**config.mk**
```make
export PLATFORM = sky130hd
export DESIGN_NAME = gplf_ctrl
export DESIGN_NICKNAME = d
export VERILOG_FILES = /design/src/gplf_pkg.sv /design/src/gplf_ctrl.sv
export SDC_FILE = /design/constraint.sdc
export NUM_CORES = 1
export LEC_CHECK = 0
export ABC_AREA = 1
export BUFFER_PORTS_ARGS = -buffer_cell sky130_fd_sc_hd__clkbuf_2
export CAP_MARGIN = 10
export CORE_MARGIN = 3
export CORE_UTILIZATION = 50
export DETAILED_ROUTE_END_ITERATION = 10
export PLACE_DENSITY = 0.7
export SYNTH_ARGS = -nofsm -noshare
export SYNTH_HDL_FRONTEND = slang
export SYNTH_SLANG_ARGS = --single-unit
```
**constraint.sdc**
```tcl
create_clock -name i_clk -period 1.7 [get_ports i_clk]
set_input_delay 0.085 -clock i_clk [delete_from_list [all_inputs] [get_ports i_clk]]
set_output_delay 0.085 -clock i_clk [all_outputs]
set_load 0.03 [all_outputs]
```
**src/gplf_pkg.sv**
```systemverilog
// Shared types, codes and arithmetic helpers for the Gaussian polar lagged
// Fibonacci generator. No dependencies; used by every module of the block.
`default_nettype none
package gplf_pkg;

    // Uniform width and output format
    localparam int FRAC_BITS     = 32;
    localparam int OUT_FRAC_BITS = 24;

    // Lagged Fibonacci table geometry
    localparam int         TAB_LEN   = 55;
    localparam int         TAB_AW    = 6;
    localparam logic [5:0] TAB_LAST  = 6'(TAB_LEN - 1);
    localparam logic [5:0] WP_RST    = 6'd54;
    localparam logic [5:0] LP_RST    = 6'd30;
    localparam logic [5:0] SP_RST    = 6'd53;

    // Refill congruential generator
    localparam logic [14:0] LCG_MUL  = 15'd2349;
    localparam logic [14:0] LCG_INC  = 15'd14867;
    localparam logic [15:0] LCG_MOD  = 16'd32767;
    // 2^32 = LCG_MOD * FRAC_SCALE + FRAC_REM
    localparam logic [31:0] FRAC_SCALE = 32'((64'd1 << 32) / 64'd32767);
    localparam logic [2:0]  FRAC_REM   = 3'((64'd1 << 32) % 64'd32767);

    // 2 ln 2 in Q.30
    localparam logic [30:0] LN2X2_Q30 = 31'd1488522236;

    // Rejection attempts before giving up, minus one
    localparam logic [5:0] ATT_LAST = 6'd63;

    // Datapath commands
    localparam logic [4:0] OP_NONE   = 5'd0;
    localparam logic [4:0] OP_LOAD   = 5'd1;
    localparam logic [4:0] OP_FILL   = 5'd2;
    localparam logic [4:0] OP_URD    = 5'd3;
    localparam logic [4:0] OP_UWR1   = 5'd4;
    localparam logic [4:0] OP_UWR2   = 5'd5;
    localparam logic [4:0] OP_SQ1    = 5'd6;
    localparam logic [4:0] OP_SQ2    = 5'd7;
    localparam logic [4:0] OP_CHK    = 5'd8;
    localparam logic [4:0] OP_DINIT  = 5'd9;
    localparam logic [4:0] OP_DIV    = 5'd10;
    localparam logic [4:0] OP_NORM   = 5'd11;
    localparam logic [4:0] OP_LOG    = 5'd12;
    localparam logic [4:0] OP_LMUL   = 5'd13;
    localparam logic [4:0] OP_LSUB   = 5'd14;
    localparam logic [4:0] OP_QL0    = 5'd15;
    localparam logic [4:0] OP_QL1    = 5'd16;
    localparam logic [4:0] OP_SQINIT = 5'd17;
    localparam logic [4:0] OP_SQRT   = 5'd18;
    localparam logic [4:0] OP_OUT    = 5'd19;
    localparam logic [4:0] OP_GIVEUP = 5'd20;

    typedef struct packed {
        logic [4:0] op;
        logic [5:0] idx;
    } t_cmd;

    typedef struct packed {
        logic s_ok;
        logic norm_done;
    } t_sts;

    // Step the refill generator: (x*2349 + 14867) mod 32767
    function automatic logic [14:0] lcg_next(input logic [14:0] x);
        logic [26:0] v;
        logic [15:0] red;
        v   = 27'(x) * 27'(LCG_MUL) + 27'(LCG_INC);
        // 2^15 is one more than the modulus: fold the high part down
        red = 16'(v[26:15]) + 16'(v[14:0]);
        if (red >= LCG_MOD) begin
            red = red - LCG_MOD;
        end
        return red[14:0];
    endfunction

    // floor(x * 2^32 / 32767) for x below 32767
    function automatic logic [31:0] to_frac(input logic [14:0] x);
        logic [31:0] base;
        logic [16:0] xr;
        logic [1:0]  f;
        base = 32'(x) * FRAC_SCALE;
        xr   = 17'(x) * 17'(FRAC_REM);
        if (xr >= 17'(3 * 32767)) begin
            f = 2'd3;
        end else if (xr >= 17'(2 * 32767)) begin
            f = 2'd2;
        end else if (xr >= 17'(32767)) begin
            f = 2'd1;
        end else begin
            f = 2'd0;
        end
        return base + 32'(f);
    endfunction

    // Advance a table index, wrapping at the table length
    function automatic logic [5:0] ptr_adv(input logic [5:0] p);
        return (p == TAB_LAST) ? 6'd0 : p + 6'd1;
    endfunction

endpackage
`default_nettype wire

```
**src/gplf_ctrl.sv**
```systemverilog
// Controller: sequences refill, rejection loop and the iterative units,
// and owns both handshakes. Depends on gplf_pkg.
`default_nettype none
module gplf_ctrl (
    input  wire logic            i_clk,
    input  wire logic            i_rst_n,
    input  wire logic            i_seed_we,
    input  wire logic            i_in_valid,
    output logic                 o_in_ready,
    input  wire logic            i_reseed,
    output logic                 o_out_valid,
    input  wire logic            i_out_ready,
    input  wire gplf_pkg::t_sts  i_sts,
    output gplf_pkg::t_cmd       o_cmd
);

    localparam logic [4:0] S_IDLE   = 5'd0;
    localparam logic [4:0] S_FILL   = 5'd1;
    localparam logic [4:0] S_URD1   = 5'd2;
    localparam logic [4:0] S_UWR1   = 5'd3;
    localparam logic [4:0] S_URD2   = 5'd4;
    localparam logic [4:0] S_UWR2   = 5'd5;
    localparam logic [4:0] S_SQ1    = 5'd6;
    localparam logic [4:0] S_SQ2    = 5'd7;
    localparam logic [4:0] S_CHK    = 5'd8;
    localparam logic [4:0] S_GIVEUP = 5'd9;
    localparam logic [4:0] S_DINIT  = 5'd10;
    localparam logic [4:0] S_DIV    = 5'd11;
    localparam logic [4:0] S_NORM   = 5'd12;
    localparam logic [4:0] S_LOG    = 5'd13;
    localparam logic [4:0] S_LMUL   = 5'd14;
    localparam logic [4:0] S_LSUB   = 5'd15;
    localparam logic [4:0] S_QL0    = 5'd16;
    localparam logic [4:0] S_QL1    = 5'd17;
    localparam logic [4:0] S_SQINIT = 5'd18;
    localparam logic [4:0] S_SQRT   = 5'd19;
    localparam logic [4:0] S_OUT    = 5'd20;

    localparam logic [5:0] DIV_LAST  = 6'd31;
    localparam logic [5:0] LOG_LAST  = 6'd29;
    localparam logic [5:0] SQRT_LAST = 6'd31;

    logic [4:0] r_state, n_state;
    logic [5:0] r_cnt, n_cnt;
    logic [5:0] r_att, n_att;
    logic       r_needs_init, n_needs_init;
    logic       r_out_valid, n_out_valid;
    logic       out_free;

    assign out_free = !r_out_valid || i_out_ready;

    // Next state and command decode
    always_comb begin
        n_state      = r_state;
        n_cnt        = r_cnt;
        n_att        = r_att;
        n_needs_init = r_needs_init | i_seed_we;
        n_out_valid  = r_out_valid && !i_out_ready;
        o_in_ready   = 1'b0;
        o_cmd.op     = gplf_pkg::OP_NONE;
        o_cmd.idx    = r_cnt;
        case (r_state)
            S_IDLE: begin
                o_in_ready = 1'b1;
                if (i_in_valid) begin
                    n_att = 6'd0;
                    if (i_reseed || r_needs_init) begin
                        o_cmd.op = gplf_pkg::OP_LOAD;
                        n_cnt    = 6'd0;
                        n_state  = S_FILL;
                    end else begin
                        n_state = S_URD1;
                    end
                end
            end
            S_FILL: begin
                o_cmd.op = gplf_pkg::OP_FILL;
                if (r_cnt == 6'(gplf_pkg::TAB_LEN)) begin
                    n_needs_init = 1'b0;
                    n_state      = S_URD1;
                end else begin
                    n_cnt = r_cnt + 6'd1;
                end
            end
            S_URD1: begin
                o_cmd.op = gplf_pkg::OP_URD;
                n_state  = S_UWR1;
            end
            S_UWR1: begin
                o_cmd.op = gplf_pkg::OP_UWR1;
                n_state  = S_URD2;
            end
            S_URD2: begin
                o_cmd.op = gplf_pkg::OP_URD;
                n_state  = S_UWR2;
            end
            S_UWR2: begin
                o_cmd.op = gplf_pkg::OP_UWR2;
                n_state  = S_SQ1;
            end
            S_SQ1: begin
                o_cmd.op = gplf_pkg::OP_SQ1;
                n_state  = S_SQ2;
            end
            S_SQ2: begin
                o_cmd.op = gplf_pkg::OP_SQ2;
                n_state  = S_CHK;
            end
            S_CHK: begin
                o_cmd.op = gplf_pkg::OP_CHK;
                if (i_sts.s_ok) begin
                    n_state = S_DINIT;
                end else if (r_att == gplf_pkg::ATT_LAST) begin
                    n_state = S_GIVEUP;
                end else begin
                    n_att   = r_att + 6'd1;
                    n_state = S_URD1;
                end
            end
            S_GIVEUP: begin
                if (out_free) begin
                    o_cmd.op    = gplf_pkg::OP_GIVEUP;
                    n_out_valid = 1'b1;
                    n_state     = S_IDLE;
                end
            end
            S_DINIT: begin
                o_cmd.op = gplf_pkg::OP_DINIT;
                n_cnt    = 6'd0;
                n_state  = S_DIV;
            end
            S_DIV: begin
                o_cmd.op = gplf_pkg::OP_DIV;
                if (r_cnt == DIV_LAST) begin
                    n_state = S_NORM;
                end else begin
                    n_cnt = r_cnt + 6'd1;
                end
            end
            S_NORM: begin
                o_cmd.op = gplf_pkg::OP_NORM;
                if (i_sts.norm_done) begin
                    n_cnt   = 6'd0;
                    n_state = S_LOG;
                end
            end
            S_LOG: begin
                o_cmd.op = gplf_pkg::OP_LOG;
                if (r_cnt == LOG_LAST) begin
                    n_state = S_LMUL;
                end else begin
                    n_cnt = r_cnt + 6'd1;
                end
            end
            S_LMUL: begin
                o_cmd.op = gplf_pkg::OP_LMUL;
                n_state  = S_LSUB;
            end
            S_LSUB: begin
                o_cmd.op = gplf_pkg::OP_LSUB;
                n_state  = S_QL0;
            end
            S_QL0: begin
                o_cmd.op = gplf_pkg::OP_QL0;
                n_state  = S_QL1;
            end
            S_QL1: begin
                o_cmd.op = gplf_pkg::OP_QL1;
                n_state  = S_SQINIT;
            end
            S_SQINIT: begin
                o_cmd.op = gplf_pkg::OP_SQINIT;
                n_cnt    = 6'd0;
                n_state  = S_SQRT;
            end
            S_SQRT: begin
                o_cmd.op = gplf_pkg::OP_SQRT;
                if (r_cnt == SQRT_LAST) begin
                    n_state = S_OUT;
                end else begin
                    n_cnt = r_cnt + 6'd1;
                end
            end
            S_OUT: begin
                if (out_free) begin
                    o_cmd.op    = gplf_pkg::OP_OUT;
                    n_out_valid = 1'b1;
                    n_state     = S_IDLE;
                end
            end
            default: begin
                n_state = S_IDLE;
            end
        endcase
    end

    // Control registers
    always_ff @(posedge i_clk) begin
        if (!i_rst_n) begin
            r_state      <= S_IDLE;
            r_cnt        <= 6'd0;
            r_att        <= 6'd0;
            r_needs_init <= 1'b1;
            r_out_valid  <= 1'b0;
        end else begin
            r_state      <= n_state;
            r_cnt        <= n_cnt;
            r_att        <= n_att;
            r_needs_init <= n_needs_init;
            r_out_valid  <= n_out_valid;
        end
    end

    assign o_out_valid = r_out_valid;

endmodule
`default_nettype wire

```
Word level (Yosys, flattened, before mapping)
Index checks and enable logic that the tools add are counted.

Flip-flop bits (word level): 19. Bits of input ports: 8. Output and inout bits: 13. Logic and storage cells: 92.

$add $sub $neg: 2. Equal/unequal tests: 37. Multiplexer cells: 32. Bitwise logic cells: 1. Reductions and logical operators: 15.

Operators with widths (count): 5-bit case mux with 20 select lines (2); 6-bit 2-to-1 mux (9); 5-bit 2-to-1 mux (9); 5-bit by 4-bit == test with 1-bit output (second input constant) (8); 6-bit case mux with 6 select lines (1); 5-bit == test (second input constant) (5); 2-bit inequality test (second input constant) (12); 5-bit by 3-bit == test with 1-bit output (second input constant) (4); 7-bit AND reduction (2); 6-bit by 1-bit adder with 6-bit output (second input constant) (2); 6-bit by 5-bit == test with 1-bit output (second input constant) (2); 6-bit == test (second input constant) (2); 6-bit case mux with 2 select lines (1); 5-bit by 2-bit == test with 1-bit output (second input constant) (2); 4-bit 2-to-1 mux (2); 2-bit OR reduction (4); 1-bit 2-to-1 mux (7); 6-bit nonzero test (1); 5-bit by 1-bit == test with 1-bit output (second input constant) (1); 5-bit logical NOT (1); 4-bit AND reduction (1); 1-bit logical NOT (2); 1-bit logical OR (2); 2-bit 2-to-1 mux (1); 4 further kinds (4).

Logic depth before layout (Yosys ltp)
Word-level depth: 4. Gate-level depth with buffers: 11. Mapped depth without buffers: 11.

Worst setup path after synthesis
Ideal clock, no wire load.

Kind: register to register. Start point: register r_cnt[0]. End point: register r_state[4]. Library setup time: 0.116 ns. Arrival: 1.542 ns. Required time: 1.584 ns. Path slack: 0.042 ns. Cell stages (with the launch flop): 9. Buffers on the path: 0. Clock period less this slack: 1.658 ns. Cells stage by stage: dfxtp_1 -> ha_1 -> nand2_1 -> o21ai_0 -> nand2_1 -> nor2_1 -> nand2_2 -> o21ai_0 -> nor2_1.

Longest elaborated chain between the ends: 3. Elaborated cells between the ends (all ways): 8. Those cells by class: eq/ne (7); reduce/logical (1).

RTL lines: start, declared (line gplf_ctrl.sv:44) `logic [5:0] r_cnt, n_cnt;`; start signal, assigned (line gplf_ctrl.sv:207) `r_cnt <= n_cnt;`; 6-bit by 5-bit == test with 1-bit output, or another cell as far along (line gplf_ctrl.sv:149) `if (r_cnt == LOG_LAST) begin`; 2-bit inequality test (no line); 7-bit AND reduction (no line) *; end signal, assigned (line gplf_ctrl.sv:206) `r_state <= n_state;`; end, declared (line gplf_ctrl.sv:43) `logic [4:0] r_state, n_state;`.

Mark *: on every way between the ends. The rest lies on a longest branch, timed or not. A chain may end at the register's enable or synchronous reset.

==> results.tsv <==
stage	metric	value	unit
timing	RSZ-0062 raised after global routing	yes	
grt	global-route wire length before repair	6990	um
final_layout	Fillers	278	
grt	initial antenna violation count	0	
grt	total gr overflow	0	
cts	CTS Root Cell	clkbuf_4	
route	Routed Antenna Nets	0	
status	violated checks	setup timing	
final_layout	Finished Core Util	69.2	%
critical_path	Worst Path Class, Setup	register to output pin	
timing	Highest Clock Rate	580	MHz
final_layout	multi-input logic area	0.00125	sq mm
critical_path	Crit path max-delay family	simple AND/OR/NAND/NOR gates	
final_layout	layout net count	323	
floorplan	Die W	63.7	um
final_layout	Final Cell Area	0.00215	sq mm
critical_path	CP max-delay cell	dfxtp_4	
flow_run	Max Cap Viol	0	
critical_path	Setup crit end kind	output pin	
yosys	synth unique cells	32	
status	outcome	finished with violations	
timing	Slew Limit Fails	0	
critical_path	library cell appearing most often on the critical path	nand2_1	
critical_path	CP Cell Sequence	buf_8, nor2_2, nand2_1, a21oi_2, nor2_1, nand2_1, buf_4	
floorplan	starting density of the core	53.6	%
worst_hold_path	Hold WC Path Type	input port to register	
critical_path	CP startpoint kind	register	
route	drc violations	0	
placed_design	DP Cell Count	339	
timing	final setup margin	-0.0250	ns
timing	Final min period	1.72	ns
critical_path	Critical path buffers and inverters	2	
yosys	yosys warns	0	
timing	Setup-failing EPs final	2	
floorplan	FP Rows	20	
yosys	Mapped Nets	285	
power_and_ir_drop	Pwr Total	3.16	mW
route	TritonRoute pass-1 iters	5	
critical_path	CP required	1.62	ns
cts	Worst-Skew Late Latency	0.31	ns
final_layout	Reg area	403	sq um
grt	number of global-route vias before repair	1581	
yosys	Yosys reg bits	19	
placed_design	placed cell area	0.00183	sq mm
placed_design	# port buffers	20	
cts	cts bufs inserted	3	
route	Routed WL per cell	13.0	um
route	drt via density	5.37	
route	DR iter-0 viols	238	
final_layout	Finished Layout Cells	355	
placed_design	GPL Wtd Cong	0.950	
power_and_ir_drop	pwr dens	1470	mW/mm^2
cts	CTS tree	built	
route	drt total wl	4630	um
timing	Worst Max-Slew Pin Slew	0.331	ns
floorplan	Die ar.	0.00405	sq mm
grt	Global Route Usage Sum	21.4	%
timing	max_slew headroom	77.8	%
yosys	sequential fraction of the synthesis area	22.9	%
critical_path	Worst path max stage delay	0.39	ns
critical_path	Worst Path Arrival	1.64	ns
timing	Hold Violations, Final	0	
power_and_ir_drop	maximum VDD drop	0.645	mV
final_layout	diode count	0	
floorplan	Placeable Area	0.00310	sq mm
cts	clk buf depth	2	
timing	hold_ws	0.0895	ns
final_layout	ratio of cells with drive above 1 in the final layout	34.4	%
yosys	Gate Count Post-Synth	274	
final_layout	Layout area overhead	29.0	%
power_and_ir_drop	Static Leakage	1.08	nW
grt	largest net degree at the start of global routing	11	
cts	# clock sinks	19	
timing	Layout Skew	0.00443	ns
floorplan	chip height	63.7	um
route	DR vias	1907	
yosys	Mean Syn Cell Area	6.07	sq um
cts	htree depth	1	
cts	clk slew on worst S/H paths	0.12	ns
yosys	Post-Syn Area	0.00166	sq mm
floorplan	IO Count	21	
critical_path	Worst Path Max Fanout	5	
placed_design	post-detail-place hpwl	3330	um
timing	Final Cycle Share	101	%
Yosys cell counts, drive strengths merged:
library cell / n / share of area, %
buf: 4 / 1.7
nor3b: 1 / 0.45
a21oi: 17 / 5.3
ha: 3 / 2.3
nor2: 51 / 15
o21bai: 2 / 0.90
o21ai: 14 / 4.4
nand2: 83 / 21
dfxtp: 19 / 23
nand4: 6 / 2.3
o22ai: 1 / 0.38
o211a: 1 / 0.60
or2: 2 / 0.75
nand3b: 2 / 0.90
a21o: 1 / 0.45
clkinv: 2 / 0.45
nand3: 27 / 10
inv: 30 / 6.8
o211ai: 1 / 0.45
nor3: 4 / 1.2
xor2: 3 / 1.6
what timing repair did:
item                                   CTS  global route
setup endpoints to repair                5            21
gates cloned                             0             1
hold buffers                             1             0
endpoints found under the hold margin    1             0
buffers inserted                         3             8
pin swaps                                2            12
gates resized for setup                 23            42
placed cells by master (no fill, tap or decap), types with 2 or more instances in the layout:
cell | synthesis | layout
nand2_1 | 73 | 70
nor2_1 | 38 | 34
inv_1 | 26 | 23
nand3_1 | 22 | 17
clkbuf_2 | 0 | 15
buf_4 | 1 | 15
a21oi_1 | 16 | 13
nor2_4 | 6 | 11
dfxtp_1 | 19 | 11
nand2_2 | 8 | 9
nand3_2 | 4 | 9
o21ai_0 | 13 | 9
nor2_2 | 7 | 6
inv_2 | 4 | 6
nand4_1 | 6 | 6
dfxtp_4 | 0 | 5
nand2_4 | 2 | 4
a21oi_2 | 1 | 4
o21ai_2 | 1 | 3
nor3_1 | 4 | 3
xor2_1 | 3 | 3
ha_1 | 3 | 3
clkbuf_4 | 0 | 3
dfxtp_2 | 0 | 3
inv_4 | 0 | 2
nand3b_1 | 2 | 2
o21ai_1 | 0 | 2
o21bai_1 | 2 | 2
buf_6 | 1 | 2
clkbuf_8 | 0 | 2
per-stage QoR:
step	worst slack, ns	TNS, ns
finish	-0.0250	-0.0421
detailed placement	0.0754	0
floorplan	0.0417	0
global route	-0.0723	-0.357
global placement	0.0527	0
CTS	0.00212	0
power by group:
group | total [mW] | switching (mW) | internal [mW]
combinational | 2.27 | 1.43 | 0.837
sequential | 0.639 | 0.112 | 0.527
clock | 0.251 | 0.159 | 0.0915
path summary, 6_finish.rpt:
kind	cells past startpoint	start	slack, ns	endpoint
setup / recovery	7	r_state[4]$_SDFFE_PN0P_	-0.02	o_cmd[9]
hold / removal	2	i_rst_n	0.09	r_needs_init$_SDFF_PN1_
setup reg to reg	8	r_state[0]$_SDFFE_PN0P_	0.07	r_att[5]$_SDFFE_PN0P_
hold reg to reg	2	r_att[1]$_SDFFE_PN0P_	0.49	r_att[1]$_SDFFE_PN0P_
flip-flops by register name, summed over array words and instances (netlist names):
register / cells
r_att: 6
r_cnt: 6
r_state: 5
o_out_valid: 1
r_needs_init: 1
worst register-to-register path: cells and delay by family, from the launching register on:
kind / cells / cell delay [ns]
compound gates: 3 / 0.40
flops: 1 / 0.41
simple gates: 5 / 0.72
cells by family after synthesis:
| group | after synthesis | share of synthesized area [%] |
|---|---|---|
| and+or+nand+nor | 176 | 51.8 |
| AOI/OAI and AO/OA | 37 | 12.6 |
| buffers and inverters | 36 | 8.95 |
| DFF | 19 | 22.9 |
| xor gates and xnor gates | 3 | 1.58 |
| adders and majority gates | 3 | 2.26 |
layer usage:
metal / track usage [%] / vias up / routed length [um]
li1: - / 960 / -
met1: 28.4 / 860 / 2030
met2: 35.2 / 74 / 2230
met3: 2.85 / 13 / 238
met4: 7.28 / 0 / 131
met5: 0 / - / 0
cell type report:
class                           instances  share of cell area, %
Clock buffer                            4                   1.22
Inverter                               32                   5.83
Multi-Input combinational cell        219                   58.2
Tap cell                               44                   2.57
Timing Repair Buffer                   37                   13.4
Sequential cell                        19                   18.8
Power figures use the tool's default switching activity.
